[src/design/bcwf_pkg.sv]
`timescale 1ns / 1ps
// ----------------------------------------------------------------------------
// bcwf_pkg
// Shared types and constants for the barometer compensation filter.
// ----------------------------------------------------------------------------
package bcwf_pkg;

  localparam int DefFilterDepth = 8;
  localparam int NumRegs        = 6;

  localparam logic [2:0] RegSens       = 3'd0;
  localparam logic [2:0] RegOffset     = 3'd1;
  localparam logic [2:0] RegSensTc     = 3'd2;
  localparam logic [2:0] RegOffsetTc   = 3'd3;
  localparam logic [2:0] RegTref       = 3'd4;
  localparam logic [2:0] RegTempSens   = 3'd5;

  localparam logic signed [15:0] TempRef = 16'sd2000;
  localparam logic signed [15:0] TempMin = -16'sd4000;
  localparam logic signed [15:0] TempMax = 16'sd8500;
  localparam logic [16:0] PressMax = 17'd120000;

  localparam logic KindTemp  = 1'b0;
  localparam logic KindPress = 1'b1;

  // datapath operations issued by the controller
  typedef enum logic [3:0] {
    OpNone,
    OpTempDelta,   // dT = D2 - C5*256
    OpTempMul,     // dT*C6, form TEMP
    OpOffMul,      // C4*dT -> OFF
    OpSensMul,     // C3*dT -> SENS
    OpSqMul,       // (TEMP-2000)^2 correction
    OpPressLo,     // D1*SENS low partial
    OpPressHi,     // D1*SENS high partial, form P
    OpRingWr,      // write ring slot, clear sum
    OpAccum,       // accumulate one slot
    OpDivide,      // weighted sum / den
    OpLoadOut      // load output register
  } op_e;

  typedef struct packed {
    op_e        op;
    logic       kind;
    logic [4:0] idx;
  } cmd_t;

  typedef struct packed {
    logic div_done;
  } status_t;

endpackage

[src/design/bcwf_ctrl.sv]
`timescale 1ns / 1ps
// ----------------------------------------------------------------------------
// bcwf_ctrl
// Sequencer: accepts a word, steps the datapath, holds the result word.
// ----------------------------------------------------------------------------
module bcwf_ctrl import bcwf_pkg::*; #(
  parameter int FilterDepth = DefFilterDepth
) (
  input  logic    clk_i,
  input  logic    rst_ni,
  input  logic    in_valid_i,
  input  logic    in_kind_i,
  output logic    in_stall_o,
  output logic    out_valid_o,
  input  logic    out_stall_i,
  input  status_t status_i,
  output cmd_t    cmd_o
);

  localparam logic [3:0] SIdle  = 4'd0;
  localparam logic [3:0] STmul  = 4'd1;
  localparam logic [3:0] SOff   = 4'd2;
  localparam logic [3:0] SSens  = 4'd3;
  localparam logic [3:0] SSq    = 4'd4;
  localparam logic [3:0] SPlo   = 4'd5;
  localparam logic [3:0] SPhi   = 4'd6;
  localparam logic [3:0] SRing  = 4'd7;
  localparam logic [3:0] SAcc   = 4'd8;
  localparam logic [3:0] SDiv   = 4'd9;
  localparam logic [3:0] SLoad  = 4'd10;
  localparam logic [3:0] SWait  = 4'd11;

  logic [3:0] state_q, state_d;
  logic [4:0] idx_q, idx_d;
  logic       ov_q, ov_d;
  logic       take;

  // input held in the port while stalled; raw is captured into the datapath at accept
  assign take = in_valid_i && (state_q == SIdle);
  assign in_stall_o = (state_q != SIdle);

  always_comb begin
    state_d = state_q;
    idx_d = idx_q;
    ov_d = ov_q && out_stall_i;
    cmd_o.op = OpNone;
    cmd_o.kind = in_kind_i;
    cmd_o.idx = idx_q;
    unique case (state_q)
      SIdle: if (take) begin
        if (in_kind_i == KindTemp) begin
          cmd_o.op = OpTempDelta;
          state_d = STmul;
        end else begin
          cmd_o.op = OpOffMul;
          state_d = SSens;
        end
      end
      STmul: begin cmd_o.op = OpTempMul; state_d = SRing; end
      SOff:  state_d = SSens;
      SSens: begin cmd_o.op = OpSensMul; state_d = SSq; end
      SSq:   begin cmd_o.op = OpSqMul; state_d = SPlo; end
      SPlo:  begin cmd_o.op = OpPressLo; state_d = SPhi; end
      SPhi:  begin cmd_o.op = OpPressHi; state_d = SRing; end
      SRing: begin cmd_o.op = OpRingWr; idx_d = '0; state_d = SAcc; end
      SAcc: begin
        cmd_o.op = OpAccum;
        if (int'(idx_q) == FilterDepth - 1) state_d = SDiv;
        else idx_d = idx_q + 5'd1;
      end
      SDiv: begin
        cmd_o.op = OpDivide;
        if (status_i.div_done) state_d = SWait;
      end
      SWait: if (!ov_q || !out_stall_i) begin
        state_d = SLoad;
      end
      SLoad: begin
        cmd_o.op = OpLoadOut;
        ov_d = 1'b1;
        state_d = SIdle;
      end
      default: state_d = SIdle;
    endcase
  end

  always_ff @(posedge clk_i or negedge rst_ni) begin
    if (!rst_ni) begin
      state_q <= SIdle;
      idx_q <= '0;
      ov_q <= 1'b0;
    end else begin
      state_q <= state_d;
      idx_q <= idx_d;
      ov_q <= ov_d;
    end
  end

  assign out_valid_o = ov_q;

  a_load_free: assert property (@(posedge clk_i) disable iff (!rst_ni)
    (state_q == SLoad) |-> (!ov_q || !out_stall_i))
    else $error("result word overwritten");
  a_one_item: assert property (@(posedge clk_i) disable iff (!rst_ni)
    (state_q != SIdle) |-> in_stall_o)
    else $error("input taken mid item");
  a_ov_from_load: assert property (@(posedge clk_i) disable iff (!rst_ni)
    $rose(ov_q) |-> $past(state_q) == SLoad)
    else $error("result word without load");

endmodule

[config.mk]
export PLATFORM = sky130hd
export DESIGN_NAME = bcwf_ctrl
export DESIGN_NICKNAME = d
export VERILOG_FILES = /design/src/design/bcwf_pkg.sv /design/src/design/bcwf_ctrl.sv
export SDC_FILE = /design/constraint.sdc
export NUM_CORES = 1
export LEC_CHECK = 0
export ABC_AREA = 1
export BUFFER_PORTS_ARGS = -buffer_cell sky130_fd_sc_hd__buf_2
export CORE_AREA = 2 2 46 48
export DETAILED_ROUTE_END_ITERATION = 7
export DIE_AREA = 0 0 48 50
export GPL_ROUTABILITY_DRIVEN = 0
export PLACE_DENSITY = 0.69
export SYNTH_ARGS = -nofsm -noshare
export SYNTH_HDL_FRONTEND = slang
export SYNTH_SLANG_ARGS = --single-unit
export TNS_END_PERCENT = 30
[constraint.sdc]
create_clock -name clk_i -period 1.3 [get_ports clk_i]
set_input_delay 0.13 -clock clk_i [delete_from_list [all_inputs] [get_ports clk_i]]
set_output_delay 0.13 -clock clk_i [all_outputs]
set_load 0.02 [all_outputs]
==> reports/summary.md <==
The flow ran to the end, but the final reports show violations. The final reports fail on negative setup slack. Number of cells produced by synthesis: 97. The top routing layer in use is met4. Dividing the detail-routed wire length by the instance count gives 12.12 µm. Critical path start-end classification: reg2reg. In this design, the critical path's most frequently occurring cell is sky130_fd_sc_hd__buf_4. The die span in x is 48 µm, and the met3 wire length is 99 µm.

The first global-routing pass estimated 3.146 mm of wire. The initial antenna violation count is 0. For this run, the slowest stage of the critical path takes 0.47 ns.

The ratio of final minimum period to clock period is 1.171. The first detailed-routing pass took 4 iterations. The count of buffering cells on the critical path with inverters included is 5, and the maximum number of pins on one net before global-route repair is 11. The fraction of registers with async set/reset is 1.000.

The DRC violations left is 0. Data on the critical path arrives at its endpoint at 1.69 ns. Final hold analysis gives a worst-case slack of 0.1420 ns.

The tools report the final number of max-transition violations as 0. The maximum fanout along the worst path works out to 5. Row generation in the floorplan step produced 16 rows. TritonCTS built the clock tree. The synthesized design contains 0 enable-type register cells. Walking the worst path, the cells encountered are inv_2, nand2_2, nand2_4, o211ai_1, buf_4, buf_4, buf_4, buf_4, o211ai_1.

Ranked by instance count, the synthesized netlist is headed by 26 x sky130_fd_sc_hd__nand2_1, 12 x sky130_fd_sc_hd__nand3_1, 10 x sky130_fd_sc_hd__dfrtp_1. Detailed routing inserted a total of 801 vias. The final core utilization was 0.5441. The tools report the number of antenna diodes as 0.

The final HPWL from detailed placement was 1.299 mm. The most common cell in the synthesized netlist is sky130_fd_sc_hd__nand2_1. The post-placement cell count came out at 144. During placement, the flow inserted port buffers numbering 17.

The number of H-tree levels came out at 1. In the post-synthesis netlist, the biggest area contributors are sky130_fd_sc_hd__dfrtp_1 35%, sky130_fd_sc_hd__nand2_1 14%, sky130_fd_sc_hd__nand3_1 8.5%. The worst-case setup margin in the final layout was -0.2224 ns; the sum of routed wire segments on met1 was 773 µm.

The mapped netlist covers 710.7 µm². The share of final-layout standard cells stronger than drive strength 1 came out at 0.5263. A synthesized cell averages 7.327 µm². The tools report the starting utilization of the core area as 0.3737. For the number of warnings printed during yosys synthesis, the log shows 0. The run gives 104 as the total nets after synthesis. The run gives -0.004649 ns as the minimum setup slack after placement. The area share of the largest cell type after synthesis is 0.3521.

The number of buffers inserted during clock tree synthesis came out at 3. The count of distinct cell types in the synthesized netlist is 22, and the overall die height is 50 µm. The longest clock path from root to sink contains 2 buffers. The logs give 0.8454 for the relative slew slack and 0.003585 ns for the clock tree skew after final layout. The wire length reported by the detailed router came out at 1.939 mm. The run gives 725 as the via count of the first global-routing pass. The finished layout holds 160 standard cells, fillers aside.

The clock-pin slew on the worst setup and hold paths is 0.07 ns. The cell type of the slowest stage on the worst timing path was sky130_fd_sc_hd__dfrtp_2. The kind of cell with the highest combined delay along the critical path is buffers and inverters. The logs give 0.001509 V for the largest voltage drop on the vdd net and 0 for the antenna violation net count after detailed routing. Setup repair after global routing could not meet its margin everywhere. The area of the placeable core came out at 1902 µm².

Global routing finished with a remaining overflow of 0. Using the TritonRoute via totals, the vias-per-cell ratio works out to 5.006. The run gives 0.3521 as the share of synthesized area occupied by flip-flops and latches. Endpoint kind of the worst setup timing path: a flip-flop. The cell type with the highest aggregate area in the netlist is sky130_fd_sc_hd__dfrtp_1. The hold violation count in the final report came out at 0. In this run the worst hold path is classified as in2reg. After the first detailed-routing iteration, the DRC count stood at 28.

The logs give 18 for the number of top-level pins and 10 for the total clock sinks. For the met2 layer wire length in the routed design, the log shows 1.014 mm. The total of flip-flops plus latches after synthesis works out to 10. Power spread over the standard cell area amounts to 2394 nW/µm². Among all flip-flop cells after synthesis, the most frequent one is sky130_fd_sc_hd__dfrtp_1. In this run the clock root is driven by a sky130_fd_sc_hd__clkbuf_4. The worst-margin pin slew is 0.2319 ns.

The worst path in the final design needs a cycle of 1.522 ns, including I/O delays and setup. Setup slack on the worst reg-to-reg path comes out at -0.22 ns. The logs give 0 for the number of maximum-capacitance constraint violations and 0.1863 for the total routing usage reported by global routing.

Number of nets in the layout: 141. STA classifies the critical path startpoint as a flip-flop. From synthesis to final layout, the design area changed by 45.60%. Number of setup violations in the final report: 6. The clock insertion delay at the later pin of the skew report is 0.26 ns. The die covers 2400 µm². The logs give 0.6569 GHz for the fmax and 1.47 ns for the data required time of the worst path.

The standby leakage power came out at 0.5580 nW.
[sequential cells by signal, indices dropped and copies added, names as in the netlist]
register and count:
idx_q 5, out_valid_o 1, state_q 4
[cell families after synthesis]
kind of cell | count (synthesis) | share of synthesized area
xor gates and xnor gates | 1 | 0.01233
AOI/OAI and AO/OA | 10 | 0.08627
adders and majority gates | 1 | 0.01760
and+or+nand+nor | 62 | 0.4577
buffers and inverters | 13 | 0.07394
DFF | 10 | 0.3521
[final timing paths]
check	startpoint	endpoint	depth (start not counted)
worst max-delay path	state_q[1]	state_q[2]	9
worst min-delay path	out_stall_i	out_valid_o	3
worst max register to register	state_q[1]	state_q[2]	9
worst min register to register	out_valid_o	out_valid_o	2
max in group asynchronous	rst_ni	idx_q[0]	2
min in group asynchronous	rst_ni	idx_q[4]	2
[power by group]
part / internal [mW] / total [mW] / switching (mW)
Combinational: 0.707 / 1.63 / 0.925
Clock: 0.170 / 0.279 / 0.109
Sequential: 0.409 / 0.566 / 0.157
[worst register-to-register path, cell delays in order, from the launching register on]
cell                       delay, ns
sky130_fd_sc_hd__dfrtp_2        0.47
sky130_fd_sc_hd__inv_2          0.10
sky130_fd_sc_hd__nand2_2        0.08
sky130_fd_sc_hd__nand2_4        0.09
sky130_fd_sc_hd__o211ai_1       0.10
sky130_fd_sc_hd__buf_4          0.15
sky130_fd_sc_hd__buf_4          0.12
sky130_fd_sc_hd__buf_4          0.12
sky130_fd_sc_hd__buf_4          0.12
sky130_fd_sc_hd__o211ai_1       0.08
[timing repair]
item | in CTS | in global routing
hold endpoints to repair | 10 | 0
buffers inserted | 10 | 1
hold buffers | 1 | 0
pin swaps | 4 | 5
resized for setup | 14 | 6
endpoints found under the setup margin | 5 | 13
[cell type report]
type,instances,area [µm²]
Fill cell,184,867.1
Multi-Input combinational cell,74,445.4
Sequential cell,10,257.7
Timing Repair Buffer,33,216.5
Inverter,12,45.04
Clock buffer,4,36.28
Tap cell,27,33.78
[per-stage QoR]
stage	TNS, ns	instance area, µm²	total power [mW]
2_1_floorplan	-0.005114	713.2	1.370
3_3_place_gp	0	854.6	1.653
3_5_place_dp	-0.004649	854.6	1.665
4_1_cts	-0.7830	1007	2.354
5_1_grt	-1.747	1035	2.649
6_report	-0.9368	1035	2.477
[metal layers]
layer | vias to the layer above | GRT usage
li1 | 392 | -
met3 | 10 | 0.03663
met1 | 365 | 0.2210
met5 | - | 0
met2 | 34 | 0.2956
met4 | 0 | 0.1081
[layout by cell type (no fill, tap or decap), drive strengths merged]
cell type    count
buf             32
clkbuf           4
dfrtp           10
dlygate4sd3      1
ha               1
inv             12
nand2           29
nand3           12
nand3b           1
nand4            3
nor2            16
o211ai           3
o21a             1
o21ai            5
o22ai            1
or2              1
xor2             1
Note: power is estimated with default switching activity, not from simulation.
